$ cat src/lced_pkg.sv
// lced_pkg: shared types, constants and helpers of the line corner event detector
// used by every module under src; depends on nothing
package lced_pkg;

  localparam int SAMPLE_W = 16;
  localparam int CFG_IDX_W = 3;
  localparam int CFG_DATA_W = 16;

  localparam logic [CFG_IDX_W-1:0] CFG_THRESHOLD  = 3'd0;
  localparam logic [CFG_IDX_W-1:0] CFG_SIDE_MIN   = 3'd1;
  localparam logic [CFG_IDX_W-1:0] CFG_ACUTE_NEED = 3'd2;
  localparam logic [CFG_IDX_W-1:0] CFG_RIGHT_NEED = 3'd3;
  localparam logic [CFG_IDX_W-1:0] CFG_REARM_NEED = 3'd4;

  localparam logic [7:0] CENTER_BITS = 8'h18;
  localparam logic [7:0] CENTER_ZONE = 8'h3C;
  localparam logic [7:0] NEG_HALF    = 8'h0F;
  localparam logic [7:0] POS_HALF    = 8'hF0;
  localparam logic [7:0] NEG_OUTER   = 8'h07;
  localparam logic [7:0] POS_OUTER   = 8'hE0;
  localparam logic [3:0] FOLLOW_MIN  = 4'd2;

  typedef enum logic [1:0] {
    SHAPE_NONE  = 2'd0,
    SHAPE_RIGHT = 2'd1,
    SHAPE_ACUTE = 2'd2,
    SHAPE_AMBIG = 2'd3
  } shape_e;

  typedef enum logic [1:0] {
    SIDE_UNKNOWN = 2'd0,
    SIDE_NEG     = 2'd1,
    SIDE_POS     = 2'd2
  } side_e;

  typedef struct packed {
    logic [SAMPLE_W-1:0] sample_0;
    logic [SAMPLE_W-1:0] sample_1;
    logic [SAMPLE_W-1:0] sample_2;
    logic [SAMPLE_W-1:0] sample_3;
    logic [SAMPLE_W-1:0] sample_4;
    logic [SAMPLE_W-1:0] sample_5;
    logic [SAMPLE_W-1:0] sample_6;
    logic [SAMPLE_W-1:0] sample_7;
    logic [SAMPLE_W-1:0] full_scale;
    logic                line_present;
  } lced_in_t;

  typedef struct packed {
    logic [7:0]  black_bits;
    logic [2:0]  run_total;
    shape_e      seen_shape;
    side_e       seen_side;
    logic        latched;
    logic        new_event;
    shape_e      event_shape;
    side_e       event_side;
    logic [15:0] events_seen;
    logic [15:0] frames_seen;
  } lced_out_t;

  typedef struct packed {
    logic [15:0] threshold;
    logic [3:0]  side_min;
    logic [7:0]  acute_need;
    logic [7:0]  right_need;
    logic [7:0]  rearm_need;
  } lced_cfg_t;

  typedef struct packed {
    logic       frame_skip;
    logic       line_present;
    logic [7:0] mask;
    logic [2:0] runs;
    shape_e     shape;
    side_e      side;
    logic       follow_neg;
    logic       follow_pos;
    logic       centered;
  } lced_class_t;

  function automatic logic [3:0] popcount8(input logic [7:0] m);
    logic [3:0] c;
    c = 4'd0;
    for (int i = 0; i < 8; i++) begin
      c = c + {3'd0, m[i]};
    end
    return c;
  endfunction

endpackage

$ cat src/lced_frontend.sv
// lced_frontend: clamps the eight samples, builds the black mask and counts runs
// depends on lced_pkg
module lced_frontend #(
  parameter int SAMPLE_BITS = 16
) (
  input  lced_pkg::lced_in_t frame_i,
  input  logic [15:0]        threshold_i,
  output logic               frame_skip_o,
  output logic [7:0]         mask_o,
  output logic [2:0]         runs_o
);

  logic [lced_pkg::SAMPLE_W-1:0] raw [8];
  logic [SAMPLE_BITS-1:0]        full;
  logic [SAMPLE_BITS-1:0]        b;
  logic [SAMPLE_BITS-1:0]        diff;
  logic [7:0]                    starts;
  logic [3:0]                    run_cnt;

  assign raw[0] = frame_i.sample_0;
  assign raw[1] = frame_i.sample_1;
  assign raw[2] = frame_i.sample_2;
  assign raw[3] = frame_i.sample_3;
  assign raw[4] = frame_i.sample_4;
  assign raw[5] = frame_i.sample_5;
  assign raw[6] = frame_i.sample_6;
  assign raw[7] = frame_i.sample_7;

  assign full = frame_i.full_scale[SAMPLE_BITS-1:0];
  assign frame_skip_o = (full == '0);

  always_comb begin
    mask_o = 8'd0;
    for (int i = 0; i < 8; i++) begin
      b = raw[i][SAMPLE_BITS-1:0];
      if (b > full) begin
        b = full;
      end
      diff = full - b;
      mask_o[i] = (16'(diff) >= threshold_i);
    end
  end

  // a run starts at a set bit whose lower neighbor is clear
  assign starts  = mask_o & ~{mask_o[6:0], 1'b0};
  assign run_cnt = lced_pkg::popcount8(starts);
  assign runs_o  = run_cnt[2:0];

endmodule

$ cat src/lced_classify.sv
// lced_classify: shape and side of one mask, acute follow-up and centered tests
// depends on lced_pkg
module lced_classify (
  input  logic [7:0]           mask_i,
  input  logic [2:0]           runs_i,
  input  logic [3:0]           side_min_i,
  output lced_pkg::shape_e     shape_o,
  output lced_pkg::side_e      side_o,
  output logic                 follow_neg_o,
  output logic                 follow_pos_o,
  output logic                 centered_o
);

  logic       center;
  logic       no;
  logic       po;
  logic [3:0] nh;
  logic [3:0] ph;
  logic       n_ok;
  logic       p_ok;

  assign center = (mask_i & lced_pkg::CENTER_BITS) != 8'd0;
  assign no = (mask_i & lced_pkg::NEG_OUTER) != 8'd0;
  assign po = (mask_i & lced_pkg::POS_OUTER) != 8'd0;
  assign nh = lced_pkg::popcount8(mask_i & lced_pkg::NEG_HALF);
  assign ph = lced_pkg::popcount8(mask_i & lced_pkg::POS_HALF);
  assign n_ok = nh >= side_min_i;
  assign p_ok = ph >= side_min_i;

  always_comb begin
    shape_o = lced_pkg::SHAPE_NONE;
    side_o  = lced_pkg::SIDE_UNKNOWN;
    if (center) begin
      if (no && po) begin
        shape_o = lced_pkg::SHAPE_AMBIG;
      end else if (runs_i == 3'd1 && n_ok && !p_ok) begin
        shape_o = lced_pkg::SHAPE_RIGHT;
        side_o  = lced_pkg::SIDE_NEG;
      end else if (runs_i == 3'd1 && p_ok && !n_ok) begin
        shape_o = lced_pkg::SHAPE_RIGHT;
        side_o  = lced_pkg::SIDE_POS;
      end else if (runs_i >= 3'd2 && no) begin
        shape_o = lced_pkg::SHAPE_ACUTE;
        side_o  = lced_pkg::SIDE_NEG;
      end else if (runs_i >= 3'd2 && po) begin
        shape_o = lced_pkg::SHAPE_ACUTE;
        side_o  = lced_pkg::SIDE_POS;
      end
    end
  end

  assign follow_neg_o = center &&
    (lced_pkg::popcount8(mask_i & lced_pkg::NEG_OUTER) >= lced_pkg::FOLLOW_MIN);
  assign follow_pos_o = center &&
    (lced_pkg::popcount8(mask_i & lced_pkg::POS_OUTER) >= lced_pkg::FOLLOW_MIN);
  assign centered_o = (runs_i == 3'd1) && center &&
    ((mask_i & ~lced_pkg::CENTER_ZONE) == 8'd0);

endmodule

$ cat src/lced_tracker.sv
// lced_tracker: candidate persistence, event latch, rearm and frame counters
// depends on lced_pkg; produces the result word for the frame being retired
module lced_tracker (
  input  logic                  clk_i,
  input  logic                  rst_ni,
  input  logic                  step_i,
  input  lced_pkg::lced_class_t cls_i,
  input  lced_pkg::lced_cfg_t   cfg_i,
  output lced_pkg::lced_out_t   res_o
);

  logic [15:0]       frm_q, frm_d;
  logic [15:0]       evt_q, evt_d;
  logic [7:0]        mask_q, mask_d;
  logic [2:0]        runs_q, runs_d;
  lced_pkg::shape_e  seen_shape_q, seen_shape_d;
  lced_pkg::side_e   seen_side_q, seen_side_d;
  lced_pkg::shape_e  cand_shape_q, cand_shape_d;
  lced_pkg::side_e   cand_side_q, cand_side_d;
  logic [7:0]        cand_cnt_q, cand_cnt_d;
  lced_pkg::shape_e  last_shape_q, last_shape_d;
  lced_pkg::side_e   last_side_q, last_side_d;
  logic [7:0]        rearm_q, rearm_d;
  logic              latch_q, latch_d;
  logic              fresh;
  logic              follow;
  logic [7:0]        rearm_inc;
  logic [7:0]        need;

  assign rearm_inc = (rearm_q == 8'hFF) ? rearm_q : rearm_q + 8'd1;

  always_comb begin
    case (cand_side_q)
      lced_pkg::SIDE_NEG: follow = cls_i.follow_neg;
      lced_pkg::SIDE_POS: follow = cls_i.follow_pos;
      default:            follow = 1'b0;
    endcase
  end

  always_comb begin
    frm_d        = frm_q;
    evt_d        = evt_q;
    mask_d       = mask_q;
    runs_d       = runs_q;
    seen_shape_d = seen_shape_q;
    seen_side_d  = seen_side_q;
    cand_shape_d = cand_shape_q;
    cand_side_d  = cand_side_q;
    cand_cnt_d   = cand_cnt_q;
    last_shape_d = last_shape_q;
    last_side_d  = last_side_q;
    rearm_d      = rearm_q;
    latch_d      = latch_q;
    fresh        = 1'b0;
    need         = cfg_i.right_need;
    if (!cls_i.frame_skip) begin
      frm_d = frm_q + 16'd1;
      if (!cls_i.line_present) begin
        mask_d       = 8'd0;
        runs_d       = 3'd0;
        seen_shape_d = lced_pkg::SHAPE_NONE;
        seen_side_d  = lced_pkg::SIDE_UNKNOWN;
        cand_shape_d = lced_pkg::SHAPE_NONE;
        cand_side_d  = lced_pkg::SIDE_UNKNOWN;
        cand_cnt_d   = 8'd0;
        rearm_d      = 8'd0;
      end else begin
        mask_d       = cls_i.mask;
        runs_d       = cls_i.runs;
        seen_shape_d = cls_i.shape;
        seen_side_d  = cls_i.side;
        if (latch_q) begin
          cand_shape_d = lced_pkg::SHAPE_NONE;
          cand_side_d  = lced_pkg::SIDE_UNKNOWN;
          cand_cnt_d   = 8'd0;
          if (cls_i.centered) begin
            if (rearm_inc >= cfg_i.rearm_need) begin
              latch_d = 1'b0;
              rearm_d = 8'd0;
            end else begin
              rearm_d = rearm_inc;
            end
          end else begin
            rearm_d = 8'd0;
          end
        end else begin
          rearm_d = 8'd0;
          if (cand_shape_q == lced_pkg::SHAPE_ACUTE && follow) begin
            cand_cnt_d = (cand_cnt_q == 8'hFF) ? cand_cnt_q : cand_cnt_q + 8'd1;
          end else if (cls_i.shape != lced_pkg::SHAPE_RIGHT &&
                       cls_i.shape != lced_pkg::SHAPE_ACUTE) begin
            cand_shape_d = lced_pkg::SHAPE_NONE;
            cand_side_d  = lced_pkg::SIDE_UNKNOWN;
            cand_cnt_d   = 8'd0;
          end else if (cls_i.shape != cand_shape_q || cls_i.side != cand_side_q) begin
            cand_shape_d = cls_i.shape;
            cand_side_d  = cls_i.side;
            cand_cnt_d   = 8'd1;
          end else begin
            cand_cnt_d = (cand_cnt_q == 8'hFF) ? cand_cnt_q : cand_cnt_q + 8'd1;
          end
          if (cand_shape_d == lced_pkg::SHAPE_ACUTE) begin
            need = cfg_i.acute_need;
          end
          // a cleared candidate never latches
          if (cand_shape_d != lced_pkg::SHAPE_NONE && cand_cnt_d >= need) begin
            latch_d      = 1'b1;
            last_shape_d = cand_shape_d;
            last_side_d  = cand_side_d;
            evt_d        = evt_q + 16'd1;
            fresh        = 1'b1;
          end
        end
      end
    end
  end

  always_ff @(posedge clk_i or negedge rst_ni) begin
    if (!rst_ni) begin
      frm_q        <= 16'd0;
      evt_q        <= 16'd0;
      mask_q       <= 8'd0;
      runs_q       <= 3'd0;
      seen_shape_q <= lced_pkg::SHAPE_NONE;
      seen_side_q  <= lced_pkg::SIDE_UNKNOWN;
      cand_shape_q <= lced_pkg::SHAPE_NONE;
      cand_side_q  <= lced_pkg::SIDE_UNKNOWN;
      cand_cnt_q   <= 8'd0;
      last_shape_q <= lced_pkg::SHAPE_NONE;
      last_side_q  <= lced_pkg::SIDE_UNKNOWN;
      rearm_q      <= 8'd0;
      latch_q      <= 1'b0;
    end else if (step_i) begin
      frm_q        <= frm_d;
      evt_q        <= evt_d;
      mask_q       <= mask_d;
      runs_q       <= runs_d;
      seen_shape_q <= seen_shape_d;
      seen_side_q  <= seen_side_d;
      cand_shape_q <= cand_shape_d;
      cand_side_q  <= cand_side_d;
      cand_cnt_q   <= cand_cnt_d;
      last_shape_q <= last_shape_d;
      last_side_q  <= last_side_d;
      rearm_q      <= rearm_d;
      latch_q      <= latch_d;
    end
  end

  assign res_o.black_bits  = mask_d;
  assign res_o.run_total   = runs_d;
  assign res_o.seen_shape  = seen_shape_d;
  assign res_o.seen_side   = seen_side_d;
  assign res_o.latched     = latch_d;
  assign res_o.new_event   = fresh;
  assign res_o.event_shape = last_shape_d;
  assign res_o.event_side  = last_side_d;
  assign res_o.events_seen = evt_d;
  assign res_o.frames_seen = frm_d;

endmodule

$ cat src/line_corner_event_detector.sv
// Line corner event detector. Takes one frame word of eight brightness samples per cycle
// while the output takes words and returns one result word for every frame, in order.
// A frame passes an input register, then mask building, classification and the tracker
// update run combinationally as the word moves into the result register, so a new frame
// is accepted on every clock while the output keeps taking words. The tracker state is
// updated once per frame as its word is retired. Configuration registers are written
// through the plain write port while idle, a user rule that the block does not enforce.
module line_corner_event_detector #(
  parameter int SAMPLE_BITS = 16
) (
  input  logic                                clk_i,
  input  logic                                rst_ni,
  input  logic                                in_valid_i,
  output logic                                in_ready_o,
  input  lced_pkg::lced_in_t                  in_data_i,
  output logic                                out_valid_o,
  input  logic                                out_ready_i,
  output lced_pkg::lced_out_t                 out_data_o,
  input  logic                                cfg_we_i,
  input  logic [lced_pkg::CFG_IDX_W-1:0]      cfg_idx_i,
  input  logic [lced_pkg::CFG_DATA_W-1:0]     cfg_data_i
);

  lced_pkg::lced_cfg_t   cfg_q;
  lced_pkg::lced_in_t    in_data_q;
  logic                  in_valid_q;
  lced_pkg::lced_out_t   out_data_q;
  logic                  out_valid_q;
  logic                  step;
  lced_pkg::lced_class_t cls;
  lced_pkg::lced_out_t   res;

  assign step       = in_valid_q && (!out_valid_q || out_ready_i);
  assign in_ready_o = !in_valid_q || step;

  always_ff @(posedge clk_i or negedge rst_ni) begin
    if (!rst_ni) begin
      cfg_q.threshold  <= 16'd2048;
      cfg_q.side_min   <= 4'd3;
      cfg_q.acute_need <= 8'd2;
      cfg_q.right_need <= 8'd3;
      cfg_q.rearm_need <= 8'd5;
    end else if (cfg_we_i) begin
      case (cfg_idx_i)
        lced_pkg::CFG_THRESHOLD:  cfg_q.threshold  <= cfg_data_i;
        lced_pkg::CFG_SIDE_MIN:   cfg_q.side_min   <= cfg_data_i[3:0];
        lced_pkg::CFG_ACUTE_NEED: cfg_q.acute_need <= cfg_data_i[7:0];
        lced_pkg::CFG_RIGHT_NEED: cfg_q.right_need <= cfg_data_i[7:0];
        lced_pkg::CFG_REARM_NEED: cfg_q.rearm_need <= cfg_data_i[7:0];
        default: ;
      endcase
    end
  end

  always_ff @(posedge clk_i or negedge rst_ni) begin
    if (!rst_ni) begin
      in_valid_q  <= 1'b0;
      out_valid_q <= 1'b0;
    end else begin
      if (in_ready_o) begin
        in_valid_q <= in_valid_i;
      end
      if (step) begin
        out_valid_q <= 1'b1;
      end else if (out_ready_i) begin
        out_valid_q <= 1'b0;
      end
    end
  end

  always_ff @(posedge clk_i) begin
    if (in_valid_i && in_ready_o) begin
      in_data_q <= in_data_i;
    end
    if (step) begin
      out_data_q <= res;
    end
  end

  lced_frontend #(
    .SAMPLE_BITS(SAMPLE_BITS)
  ) u_frontend (
    .frame_i     (in_data_q),
    .threshold_i (cfg_q.threshold),
    .frame_skip_o(cls.frame_skip),
    .mask_o      (cls.mask),
    .runs_o      (cls.runs)
  );

  assign cls.line_present = in_data_q.line_present;

  lced_classify u_classify (
    .mask_i      (cls.mask),
    .runs_i      (cls.runs),
    .side_min_i  (cfg_q.side_min),
    .shape_o     (cls.shape),
    .side_o      (cls.side),
    .follow_neg_o(cls.follow_neg),
    .follow_pos_o(cls.follow_pos),
    .centered_o  (cls.centered)
  );

  lced_tracker u_tracker (
    .clk_i (clk_i),
    .rst_ni(rst_ni),
    .step_i(step),
    .cls_i (cls),
    .cfg_i (cfg_q),
    .res_o (res)
  );

  assign out_valid_o = out_valid_q;
  assign out_data_o  = out_data_q;

  a_event_latches: assert property (@(posedge clk_i) disable iff (!rst_ni)
    out_valid_q && out_data_q.new_event |-> out_data_q.latched)
    else $error("new event without latch");

  a_event_shape: assert property (@(posedge clk_i) disable iff (!rst_ni)
    out_valid_q && out_data_q.new_event |->
      (out_data_q.event_shape == lced_pkg::SHAPE_RIGHT ||
       out_data_q.event_shape == lced_pkg::SHAPE_ACUTE))
    else $error("confirmed event has no corner shape");

  a_sided_shape: assert property (@(posedge clk_i) disable iff (!rst_ni)
    out_valid_q && (out_data_q.seen_shape == lced_pkg::SHAPE_RIGHT ||
                    out_data_q.seen_shape == lced_pkg::SHAPE_ACUTE) |->
      out_data_q.seen_side != lced_pkg::SIDE_UNKNOWN)
    else $error("corner shape without side");

  a_run_bound: assert property (@(posedge clk_i) disable iff (!rst_ni)
    out_valid_q |-> out_data_q.run_total <= 3'd4)
    else $error("run count out of range");

  a_ready_when_empty: assert property (@(posedge clk_i) disable iff (!rst_ni)
    !out_valid_q |-> in_ready_o)
    else $error("input stalled with empty result register");

endmodule
$ cat config.mk
export PLATFORM = sky130hd
export DESIGN_NAME = line_corner_event_detector
export DESIGN_NICKNAME = d
export VERILOG_FILES = /design/src/lced_pkg.sv /design/src/lced_frontend.sv /design/src/lced_classify.sv /design/src/lced_tracker.sv /design/src/line_corner_event_detector.sv
export SDC_FILE = /design/constraint.sdc
export NUM_CORES = 1
export LEC_CHECK = 0
export BUFFER_PORTS_ARGS = -buffer_cell sky130_fd_sc_hd__buf_2
export CORE_UTILIZATION = 50
export CTS_CLUSTER_DIAMETER = 60
export CTS_CLUSTER_SIZE = 28
export DETAILED_ROUTE_END_ITERATION = 12
export GPL_TIMING_DRIVEN = 0
export PLACE_DENSITY = 0.7
export SLEW_MARGIN = 10
export SYNTH_ARGS = -nofsm -noshare
export SYNTH_HDL_FRONTEND = slang
export SYNTH_HIERARCHICAL = 1
export SYNTH_SLANG_ARGS = --single-unit
$ cat constraint.sdc
create_clock -name clk_i -period 28.1 [get_ports clk_i]
set_clock_uncertainty 0.15 [all_clocks]
set_input_delay 4.215 -clock clk_i [delete_from_list [all_inputs] [get_ports clk_i]]
set_output_delay 4.215 -clock clk_i [all_outputs]
set_load 0.05 [all_outputs]
=== After elaboration in Yosys (flattened, before gate mapping) ===
Cells that the tools add are included.

* $add $sub $neg: 27
* $lt $le $gt $ge: 23
* Equality and inequality tests: 15
* Mux-type cells: 80
* Bitwise gates (word level): 4
* Reductions and logical operators: 38

{| class="wikitable"
|+ Operators with widths
! operator !! count
|-
| two-way mux 16 bit || 13
|-
| two-way mux 8 bit || 20
|-
| >= comparator 16 bit || 8
|-
| > comparator 16 bit || 8
|-
| subtractor 16 bit || 8
|-
| two-way mux 2 bit || 36
|-
| adder 16 x 1 -> 16 bit (second input constant) || 2
|-
| nonzero test 8 bit || 3
|-
| adder 4 x 1 -> 4 bit || 5
|-
| adder 3 x 1 -> 3 bit || 6
|-
| adder 8 x 1 -> 8 bit (second input constant) || 2
|-
| equality test 8 bit (second input constant) || 2
|-
| >= comparator 8 bit || 2
|-
| logical AND 1 bit || 16
|-
| logical NOT 16 bit || 1
|-
| AND reduction 2 bit || 6
|-
| adder 1 x 1 -> 2 bit || 4
|-
| AND 8 bit || 1
|-
| >= comparator 4 x 2 -> 1 bit (second input constant) || 2
|-
| >= comparator 4 bit || 2
|-
| logical NOT 8 bit || 1
|-
| two-way mux 1 bit || 8
|-
| NOT 8 bit || 1
|-
| equality test 2 bit (second input constant) || 3
|-
| other kinds (16) || 27
|}

* Register bits after elaboration: 316
* Output and inout port bits: 55
* Word-level logic and storage cells: 227

=== Depth between registers and ports, before layout ===
Gate-level depths: netlist (run 1).

* Depth in word-level cells: 40
* Mapped depth: 54

=== Modules after synthesis ===
Netlist (run 1), hierarchy kept.

{| class="wikitable"
|+ Modules (own cells, without submodules)
! module !! instances !! cells an instance !! area an instance (um^2) !! seq. area each (um^2)
|-
| lced_frontend || 1 || 1596 || 12379.4 || 0.0
|-
| line_corner_event_detector || 1 || 302 || 7727.4 || 7106.8
|-
| lced_tracker || 1 || 558 || 4868.4 || 1801.7
|-
| lced_classify || 1 || 50 || 386.6 || 0.0
|}

=== Worst setup path after synthesis (run 1) ===
No wires, ideal clock.

* Kind: register to register
* Start point: reg in_data_q[16] (netlist name)
* End point: reg out_data_q, in the netlist out_data_o[25] (data pin)
* Data arrival time: 12.210 ns
* Required time: 27.684 ns
* Path slack: 15.474 ns
* Cell stages (with the launch flop): 52
* Path buffers: 3
* Cell sequence: edfxtp_1 -> clkbuf_1 -> inv_1 -> ha_1 -> nand4_1 -> or3_1 -> a31oi_4 -> buf_4 -> nand2_1 -> o21ai_0 -> ha_1 -> inv_1 -> fa_1 -> a211oi_1 -> o21ai_0 -> a21oi_1 -> o21ai_0 -> nor2_1 -> [16 not listed] -> xnor2_1 -> or3b_4 -> or3_1 -> a211o_1 -> a31oi_1 -> inv_1 -> ha_1 -> inv_1 -> nand2_1 -> a21oi_2 -> mux2_2 -> ha_1 -> nand2b_1 -> a2111o_1 -> a31oi_2 -> buf_2 -> nor3_1 -> xor2_1

{| class="wikitable"
|+ RTL lines
! element !! RTL line !! text
|-
| start: declaration || line_corner_event_detector.sv:25 || <nowiki>lced_pkg::lced_in_t in_data_q;</nowiki>
|-
| start signal: assignment || line_corner_event_detector.sv:73 || <nowiki>in_data_q <= in_data_i;</nowiki>
|-
| end signal: assignment || line_corner_event_detector.sv:76 || <nowiki>out_data_q <= res;</nowiki>
|-
| end: declaration || line_corner_event_detector.sv:27 || <nowiki>lced_pkg::lced_out_t out_data_q;</nowiki>
|}

==> impl_metrics.xml, run 1 <==
<?xml version="1.0" encoding="UTF-8"?>
<metrics>
  <group name="synth">
    <metric name="synthesis.area" unit="um^2">25400</metric>
    <metric name="postSynthAreaPerCell" unit="um^2">10.1</metric>
    <metric name="area_fraction_in_compound_gates_after_synthesis" unit="">0.160</metric>
    <metric name="yosys.area_share.xor_xnor" unit="">0.0580</metric>
    <metric name="largest_family_of_logic_cells_by_synthesized_area" unit="">adder cells</metric>
    <metric name="synthAdderAreaFrac" unit="">0.214</metric>
    <metric name="number_of_warnings_issued_by_yosys" unit="">6</metric>
    <metric name="postSynth.asyncResetShare" unit="">0.373</metric>
    <metric name="yosys-mux-area-fraction" unit="">0.0566</metric>
    <metric name="synth_edf_count" unit="">198</metric>
    <metric name="synth_sequential_area_ratio" unit="">0.351</metric>
    <metric name="synthesized_nets" unit="">3101</metric>
    <metric name="most_used_flip_flop_cell_after_synthesis" unit="">sky130_fd_sc_hd__edfxtp_1</metric>
    <metric name="synth_seq_cells" unit="">316</metric>
    <metric name="distinct_cells_synth" unit="">84</metric>
    <metric name="synthSimpleGateAreaFrac" unit="">0.134</metric>
    <metric name="number_of_instances_in_the_synthesized_netlist" unit="">2506</metric>
  </group>
  <group name="power">
    <metric name="fin_total_pwr" unit="mW">2.21</metric>
    <metric name="p_per_area" unit="nW/um^2">77.7</metric>
    <metric name="irDropWorstVdd" unit="uV">64.4</metric>
    <metric name="power.leakage" unit="nW">12.6</metric>
  </group>
  <group name="floorplanning">
    <metric name="die_area" unit="um^2">51600</metric>
    <metric name="ios" unit="">224</metric>
    <metric name="fp.dieW" unit="um">227</metric>
    <metric name="floorplan.initialDensity" unit="">0.507</metric>
    <metric name="placeableCoreArea" unit="um^2">50100</metric>
    <metric name="placement_rows" unit="">82</metric>
    <metric name="die_y" unit="um">227</metric>
  </group>
  <group name="clock_tree">
    <metric name="h-tree-depth" unit="">1</metric>
    <metric name="clock_latency" unit="ns">0.61</metric>
    <metric name="cts_buffer_depth" unit="">3</metric>
    <metric name="postCtsSetupBuffers" unit="">0</metric>
    <metric name="tritoncts_clock_tree" unit="">built</metric>
    <metric name="cts.sink_count" unit="">316</metric>
    <metric name="tritoncts.num_buffers" unit="">28</metric>
    <metric name="cts.root.buffer_cell" unit="">sky130_fd_sc_hd__clkbuf_16</metric>
    <metric name="cts_resized" unit="">0</metric>
    <metric name="cts.clk_slew.worst_paths" unit="ns">0.09</metric>
    <metric name="post_cts_hold_buffer_count" unit="">0</metric>
  </group>
  <group name="critical_path">
    <metric name="cpLargestDelayFamily" unit="">compound AO/OA/AOI/OAI gates</metric>
    <metric name="worst_endpoint_required_time" unit="ns">28.29</metric>
    <metric name="timing.setup.critical_path_class" unit="">reg -&gt; reg</metric>
    <metric name="rrSetupSlack" unit="ns">12.51</metric>
    <metric name="crit_path_top_delay_cell" unit="">sky130_fd_sc_hd__clkbuf_1</metric>
    <metric name="critPathMaxStageDelay" unit="ns">0.87</metric>
    <metric name="critPathArrivalTime" unit="ns">15.78</metric>
    <metric name="worstSetupStartpoint" unit="">in_data_q[16]$_DFFE_PP_</metric>
    <metric name="cp_num_buf_inv" unit="">9</metric>
    <metric name="setup.worst_path.start_class" unit="">register</metric>
    <metric name="endpoint_kind" unit="">register</metric>
    <metric name="crit_path_max_fanout" unit="">10</metric>
    <metric name="path_common_cell" unit="">sky130_fd_sc_hd__ha_1</metric>
    <metric name="crit-reg2reg-launch" unit="">in_data_q[16]$_DFFE_PP_</metric>
  </group>
  <group name="global_route">
    <metric name="grt_max_degree" unit="">74</metric>
    <metric name="grt_remaining_overflow" unit="">0</metric>
    <metric name="vias_in_the_first_global_route" unit="">20406</metric>
    <metric name="grt_pass1_wl" unit="um">106000</metric>
    <metric name="antenna_found_initial" unit="">1</metric>
    <metric name="gr-usage-all-layers" unit="">0.267</metric>
  </group>
  <group name="drt">
    <metric name="detail_route.wirelength" unit="um">69600</metric>
    <metric name="drt.antenna.violating_nets" unit="">0</metric>
    <metric name="route.detailed.wl_per_inst" unit="um">20.1</metric>
    <metric name="drcViolationCount" unit="">0</metric>
    <metric name="vias_per_cell" unit="">6.03</metric>
    <metric name="drt_iter0_markers" unit="">1671</metric>
    <metric name="drt_pre_antenna_iters" unit="">6</metric>
    <metric name="vias" unit="">20848</metric>
  </group>
  <group name="sta">
    <metric name="min_period" unit="ns">15.59</metric>
    <metric name="rsz_0062_raised_after_global_routing" unit="">false</metric>
    <metric name="setup_tns" unit="ns">0</metric>
    <metric name="relSlewSlack" unit="">0.208</metric>
    <metric name="slew_violations" unit="">0</metric>
    <metric name="final-setup-viol-count" unit="">0</metric>
    <metric name="final.period_utilization" unit="">0.555</metric>
    <metric name="timing.final.hold_violations" unit="">0</metric>
    <metric name="worstMarginPinSlew" unit="ns">1.19</metric>
    <metric name="max_clock_freq" unit="GHz">0.0641</metric>
  </group>
  <group name="flow_run">
    <metric name="max_capacitance_violation_count" unit="">0</metric>
  </group>
  <group name="hold_path">
    <metric name="hold_path_startpoint" unit="">u_tracker/mask_q[4]$_DFFE_PN0P_</metric>
    <metric name="min_path_type" unit="">reg -&gt; reg</metric>
  </group>
  <group name="placed_design">
    <metric name="place_congestion" unit="">0.916</metric>
    <metric name="port_buffers" unit="">223</metric>
    <metric name="dpl-instance-area" unit="um^2">27400</metric>
    <metric name="detail_placement_hpwl" unit="um">52800</metric>
  </group>
  <group name="final_layout">
    <metric name="layout_commonest_cell" unit="">sky130_fd_sc_hd__ha_1</metric>
    <metric name="util_after_layout" unit="">0.568</metric>
    <metric name="most-common-layout-cells" unit="">sky130_fd_sc_hd__ha_1 (413), sky130_fd_sc_hd__buf_2 (239), sky130_fd_sc_hd__edfxtp_1 (198), sky130_fd_sc_hd__nor2_1 (187), sky130_fd_sc_hd__a21oi_1 (169)</metric>
    <metric name="layout-area-overhead-vs-synth" unit="%">12.1</metric>
    <metric name="post_route_cells_drive_above_1_share" unit="">0.148</metric>
    <metric name="final_net_count" unit="">3358</metric>
    <metric name="layout.cell_area.non_filler" unit="um^2">28400</metric>
  </group>
  <group name="status">
    <metric name="status" unit="">finished clean</metric>
  </group>
</metrics>
==> final cells by class <==
type                            count  area (um^2)
Timing Repair Buffer              227         1220
Buffer                             54          254
Antenna cell                        1         2.50
Multi-Input combinational cell   2030        15800
Tap cell                          672          841
Inverter                          106          398
Clock inverter                     24          295
Clock buffer                       28          701
Sequential cell                   316         8910
Fill cell                        4404        21600
==> tightest hold or removal path: cells and delay by family, from the launching register on <==
| kind | cells | cell delay, ns |
|---|---|---|
| and+or+nand+nor | 1 | 0.04 |
| AOI/OAI and AO/OA | 1 | 0.06 |
| DFF | 1 | 0.35 |
==> cell usage after synthesis (all sizes together) (29+ instances only) <==
cell type / n / area, um^2
xnor2: 119 / 1040
nand4: 56 / 350
buf: 29 / 160
inv: 106 / 398
ha: 413 / 5170
mux2: 60 / 676
nor3: 39 / 195
a21o: 67 / 503
a21oi: 177 / 916
nand3: 58 / 290
o21ai: 154 / 778
nor2b: 46 / 288
nor2: 188 / 708
xor2: 49 / 429
o21a: 47 / 353
dfrtp: 110 / 2750
mux2i: 76 / 761
nand2: 160 / 601
edfxtp: 198 / 5950
==> path summary, 6_finish.rpt <==
kind                            cells past startpoint                              end
worst max-delay path                               53         out_data_o[30]$_DFFE_PP_
worst min-delay path                                2  u_tracker/mask_q[4]$_DFFE_PN0P_
worst max register to register                     53         out_data_o[30]$_DFFE_PP_
worst min register to register                      2  u_tracker/mask_q[4]$_DFFE_PN0P_
max in group asynchronous                           2            cfg_q[38]$_DFFE_PN0P_
min in group asynchronous                           1            cfg_q[16]$_DFFE_PN0P_
==> layer usage <==
metal	share of wire	GRT usage	up-vias	wire [um]
met5	0	0	-	0
met2	0.47	0.455	750	32700
met3	0.060	0.0289	137	4160
met1	0.43	0.341	10046	29700
met4	0.043	0.118	0	3020
li1	-	-	9915	-
==> where the power goes <==
part	switching [mW]	internal [mW]	total [mW]
logic	0.705	0.473	1.18
clock network	0.210	0.201	0.410
registers	0.0500	0.570	0.620
==> state kept, by name (all words and copies together), names as in the netlist <==
register	flops
cfg_q	44
cls	1
in_data_q	144
in_valid_q	1
out_data_o	53
out_valid_o	1
u_tracker/cand_cnt_q	8
u_tracker/cand_shape_q	2
u_tracker/cand_side_q	2
u_tracker/evt_q	16
u_tracker/frm_q	16
u_tracker/last_shape_q	2
u_tracker/last_side_q	2
u_tracker/latch_q	1
u_tracker/mask_q	8
u_tracker/rearm_q	8
u_tracker/runs_q	3
u_tracker/seen_shape_q	2
u_tracker/seen_side_q	2
==> logic make-up (layout without fill, tap and decap cells) <==
group | count (synthesis) | count (layout)
AND/OR/NAND/NOR | 679 | 679
AO/OA/AOI/OAI | 621 | 621
adder cells (fa/ha/maj) | 426 | 426
flip-flops | 316 | 316
XOR/XNOR | 168 | 168
buffers and inverters | 160 | 439
multiplexers | 136 | 136
other | 0 | 1
==> stage by stage <==
| stage | setup WS (ns) | cells | hold slack (ns) |
|---|---|---|---|
| after detailed placement | 12.62 | 3405 | 0.322 |
| final | 12.51 | 3458 | 0.339 |
| after global routing | 11.82 | 3458 | 0.366 |
| after CTS | 12.63 | 3457 | 0.342 |
| after global placement | 12.75 | 3401 | 0.311 |
| after floorplan | 15.47 | 2506 | 0.299 |
No activity file was read; power rests on OpenSTA's default activity.
==> inputs of run 2 (changes only) <==
Settings changed: ABC_AREA set to 1, PLACE_DENSITY 0.7 to 0.72.
Clock period 28.1 ns to 13.05 ns, I/O delays scaled along.
==> run 2 against run 1 <==
Wire length is 12% higher. Largest cell class unchanged. Flip-flop and latch count did not move. Combinational power grew 140%. Final area increased by 7.8%. Synthesized cell count rose by 37%. Final cell count rose by 28%. Maximum frequency increased by 28%. Synthesized area increased by 8.6%. Die area increased by 8.5%.
==> impl_metrics.xml, run 2 <==
<?xml version="1.0" encoding="UTF-8"?>
<metrics>
  <group name="status">
    <metric name="status" unit="">finished clean</metric>
  </group>
  <group name="power">
    <metric name="power.leakage" unit="nW">15.5</metric>
    <metric name="fin_total_pwr" unit="mW">5.07</metric>
    <metric name="p_per_area" unit="nW/um^2">166</metric>
    <metric name="irDropWorstVdd" unit="uV">138</metric>
  </group>
  <group name="clock_tree">
    <metric name="cts_buffer_depth" unit="">3</metric>
    <metric name="cts.root.buffer_cell" unit="">sky130_fd_sc_hd__clkbuf_16</metric>
    <metric name="postCtsSetupBuffers" unit="">0</metric>
    <metric name="clock_latency" unit="ns">0.58</metric>
    <metric name="h-tree-depth" unit="">1</metric>
    <metric name="cts.clk_slew.worst_paths" unit="ns">0.08</metric>
    <metric name="post_cts_hold_buffer_count" unit="">0</metric>
    <metric name="cts.sink_count" unit="">316</metric>
    <metric name="cts_resized" unit="">0</metric>
    <metric name="tritoncts.num_buffers" unit="">25</metric>
    <metric name="tritoncts_clock_tree" unit="">built</metric>
  </group>
  <group name="global_route">
    <metric name="vias_in_the_first_global_route" unit="">23126</metric>
    <metric name="gr-usage-met3" unit="">0.0472</metric>
    <metric name="gr-usage-all-layers" unit="">0.278</metric>
    <metric name="grt_met1_usage" unit="">0.387</metric>
    <metric name="groute.layer.met2.usage" unit="">0.432</metric>
    <metric name="grt_max_degree" unit="">117</metric>
    <metric name="antenna_found_initial" unit="">1</metric>
    <metric name="grt_remaining_overflow" unit="">0</metric>
    <metric name="grt-busiest-layer" unit="">met2</metric>
    <metric name="grt_pass1_wl" unit="um">121000</metric>
  </group>
  <group name="final_layout">
    <metric name="util_after_layout" unit="">0.566</metric>
    <metric name="layout.cell_area.non_filler" unit="um^2">30600</metric>
    <metric name="post_route_cells_drive_above_1_share" unit="">0.139</metric>
    <metric name="layout-area-overhead-vs-synth" unit="%">11.3</metric>
    <metric name="layout_commonest_cell" unit="">sky130_fd_sc_hd__nand2_1</metric>
    <metric name="largest_register" unit="">in_data_q</metric>
    <metric name="largest_register_ff_count" unit="">144</metric>
    <metric name="fin_cells" unit="">4417</metric>
    <metric name="most-common-layout-cells" unit="">sky130_fd_sc_hd__nand2_1 (912), sky130_fd_sc_hd__inv_1 (454), sky130_fd_sc_hd__ha_1 (413), sky130_fd_sc_hd__a21oi_1 (234), sky130_fd_sc_hd__buf_2 (231)</metric>
    <metric name="final_net_count" unit="">4297</metric>
    <metric name="n_fill_cell" unit="">5026</metric>
    <metric name="antenna_cells_inserted" unit="">0</metric>
  </group>
  <group name="synth">
    <metric name="number_of_warnings_issued_by_yosys" unit="">6</metric>
    <metric name="area_fraction_in_compound_gates_after_synthesis" unit="">0.127</metric>
    <metric name="yosys-top-cells-count" unit="">sky130_fd_sc_hd__nand2_1 (912), sky130_fd_sc_hd__inv_1 (455), sky130_fd_sc_hd__ha_1 (413), sky130_fd_sc_hd__a21oi_1 (235), sky130_fd_sc_hd__edfxtp_1 (198)</metric>
    <metric name="synthAdderAreaFrac" unit="">0.197</metric>
    <metric name="synth_seq_cells" unit="">316</metric>
    <metric name="synth_sequential_area_ratio" unit="">0.323</metric>
    <metric name="synthesis.area" unit="um^2">27500</metric>
    <metric name="synth_top_area_cell" unit="">sky130_fd_sc_hd__edfxtp_1</metric>
    <metric name="synthSimpleGateAreaFrac" unit="">0.230</metric>
    <metric name="yosys-top-cells-area" unit="">sky130_fd_sc_hd__edfxtp_1 (22%), sky130_fd_sc_hd__ha_1 (19%), sky130_fd_sc_hd__nand2_1 (12%), sky130_fd_sc_hd__dfrtp_1 (10%), sky130_fd_sc_hd__inv_1 (6.2%)</metric>
    <metric name="synth_most_common_cell" unit="">sky130_fd_sc_hd__nand2_1</metric>
    <metric name="most_used_flip_flop_cell_after_synthesis" unit="">sky130_fd_sc_hd__edfxtp_1</metric>
    <metric name="synthesized_nets" unit="">4034</metric>
    <metric name="synth_largest_type_area_fraction" unit="">0.216</metric>
    <metric name="yosys.area_share.xor_xnor" unit="">0.0404</metric>
    <metric name="distinct_cells_synth" unit="">56</metric>
    <metric name="largest_family_of_logic_cells_by_synthesized_area" unit="">simple AND/OR/NAND/NOR gates</metric>
    <metric name="synth_edf_count" unit="">198</metric>
    <metric name="postSynthAreaPerCell" unit="um^2">8.01</metric>
    <metric name="number_of_instances_in_the_synthesized_netlist" unit="">3439</metric>
    <metric name="postSynth.asyncResetShare" unit="">0.373</metric>
    <metric name="yosys-mux-area-fraction" unit="">0.00295</metric>
  </group>
  <group name="sta">
    <metric name="slew_violations" unit="">0</metric>
    <metric name="max_clock_freq" unit="GHz">0.0820</metric>
    <metric name="min_period" unit="ns">12.19</metric>
    <metric name="hold_slack" unit="ns">0.312</metric>
    <metric name="timing.final.hold_violations" unit="">0</metric>
    <metric name="worst_slack" unit="ns">0.861</metric>
    <metric name="rsz_0062_raised_after_global_routing" unit="">false</metric>
    <metric name="final-setup-viol-count" unit="">0</metric>
    <metric name="worstMarginPinSlew" unit="ns">1.31</metric>
    <metric name="final.period_utilization" unit="">0.934</metric>
    <metric name="relSlewSlack" unit="">0.127</metric>
    <metric name="setup_tns" unit="ns">0</metric>
  </group>
  <group name="drt">
    <metric name="route.detailed.wl_per_inst" unit="um">17.6</metric>
    <metric name="drt_pre_antenna_iters" unit="">8</metric>
    <metric name="vias_per_cell" unit="">5.48</metric>
    <metric name="drcViolationCount" unit="">0</metric>
    <metric name="drt_iter0_markers" unit="">2015</metric>
    <metric name="detail_route.wirelength" unit="um">77800</metric>
    <metric name="drt.antenna.violating_nets" unit="">0</metric>
    <metric name="vias" unit="">24222</metric>
  </group>
  <group name="critical_path">
    <metric name="timing.setup.critical_path_class" unit="">reg -&gt; reg</metric>
    <metric name="path_common_cell" unit="">sky130_fd_sc_hd__nand2_1</metric>
    <metric name="endpoint_kind" unit="">register</metric>
    <metric name="crit_path_top_delay_cell" unit="">sky130_fd_sc_hd__edfxtp_1</metric>
    <metric name="critPathMaxStageDelay" unit="ns">1.20</metric>
    <metric name="setup.worst_path.start_class" unit="">register</metric>
    <metric name="crit_path_max_fanout" unit="">17</metric>
    <metric name="worst_endpoint_required_time" unit="ns">13.24</metric>
    <metric name="critPathArrivalTime" unit="ns">12.38</metric>
  </group>
  <group name="placed_design">
    <metric name="placed_cell_count" unit="">4362</metric>
    <metric name="dpl-instance-area" unit="um^2">29700</metric>
    <metric name="port_buffers" unit="">223</metric>
    <metric name="place_congestion" unit="">0.936</metric>
    <metric name="placement.setup.worst_slack" unit="ns">0.936</metric>
    <metric name="detail_placement_hpwl" unit="um">56900</metric>
  </group>
  <group name="floorplanning">
    <metric name="placeableCoreArea" unit="um^2">54100</metric>
    <metric name="placement_rows" unit="">85</metric>
    <metric name="fp.dieW" unit="um">237</metric>
    <metric name="die_area" unit="um^2">56000</metric>
    <metric name="ios" unit="">224</metric>
    <metric name="floorplan.initialDensity" unit="">0.509</metric>
    <metric name="die_y" unit="um">237</metric>
  </group>
  <group name="flow_run">
    <metric name="max_capacitance_violation_count" unit="">0</metric>
  </group>
  <group name="hold_path">
    <metric name="min_path_type" unit="">reg -&gt; reg</metric>
  </group>
</metrics>
-- run 2: per-layer routing --
metal / up-vias / wire length (um)
li1: 12051 / -
met1: 11233 / 35200
met2: 787 / 33300
met3: 149 / 6230
met4: 2 / 3060
met5: - / 10
-- run 2: critical path, delay by kind of cell (launching register included) --
| family | cells | cell delay, ns |
|---|---|---|
| xor+xnor | 1 | 0.18 |
| mux | 1 | 0.30 |
| fa+ha+maj | 10 | 3.72 |
| buf+inv | 11 | 1.76 |
| flops | 1 | 1.20 |
| simple gates | 34 | 4.03 |
| compound gates | 4 | 0.57 |
-- run 2: worst paths after layout --
kind                       slack [ns]                         endpoint                   start  depth (start not counted)
setup / recovery                 0.86         out_data_o[37]$_DFFE_PP_  in_data_q[8]$_DFFE_PP_                         61
hold / removal                   0.31            cfg_q[17]$_DFFE_PN1P_   cfg_q[17]$_DFFE_PN1P_                          2
setup reg to reg                 0.86         out_data_o[37]$_DFFE_PP_  in_data_q[8]$_DFFE_PP_                         61
hold reg to reg                  0.31            cfg_q[17]$_DFFE_PN1P_   cfg_q[17]$_DFFE_PN1P_                          2
max in group asynchronous       10.79             cfg_q[8]$_DFFE_PN1P_                  rst_ni                          2
min in group asynchronous        1.15  u_tracker/frm_q[14]$_DFFE_PN0P_                  rst_ni                          1
-- run 2: final cells by class --
class                   count  area, um^2  area share
plain buffers              53         445      0.0145
clock buffers              27         633      0.0207
clock inverters            19         263     0.00858
inverters                 463        1750      0.0571
multi-input cells        2607       16500       0.537
flip-flops and latches    316        8910       0.291
well taps                 696         871      0.0284
repair buffers            236        1320      0.0429
-- run 2: power breakdown --
part           internal (mW)  switching, mW  total, mW
combinational           1.06           1.83       2.89
sequential              1.24          0.115       1.35
clock                  0.419          0.415      0.834
-- run 2: logic make-up (layout without fill, tap and decap cells) --
logic type,Yosys count,in the layout
flip-flops,316,316
AO/OA/AOI/OAI,594,594
AND/OR/NAND/NOR,1452,1452
XOR/XNOR,127,127
buffers and inverters,516,798
adder cells (fa/ha/maj),426,426
multiplexers,8,8
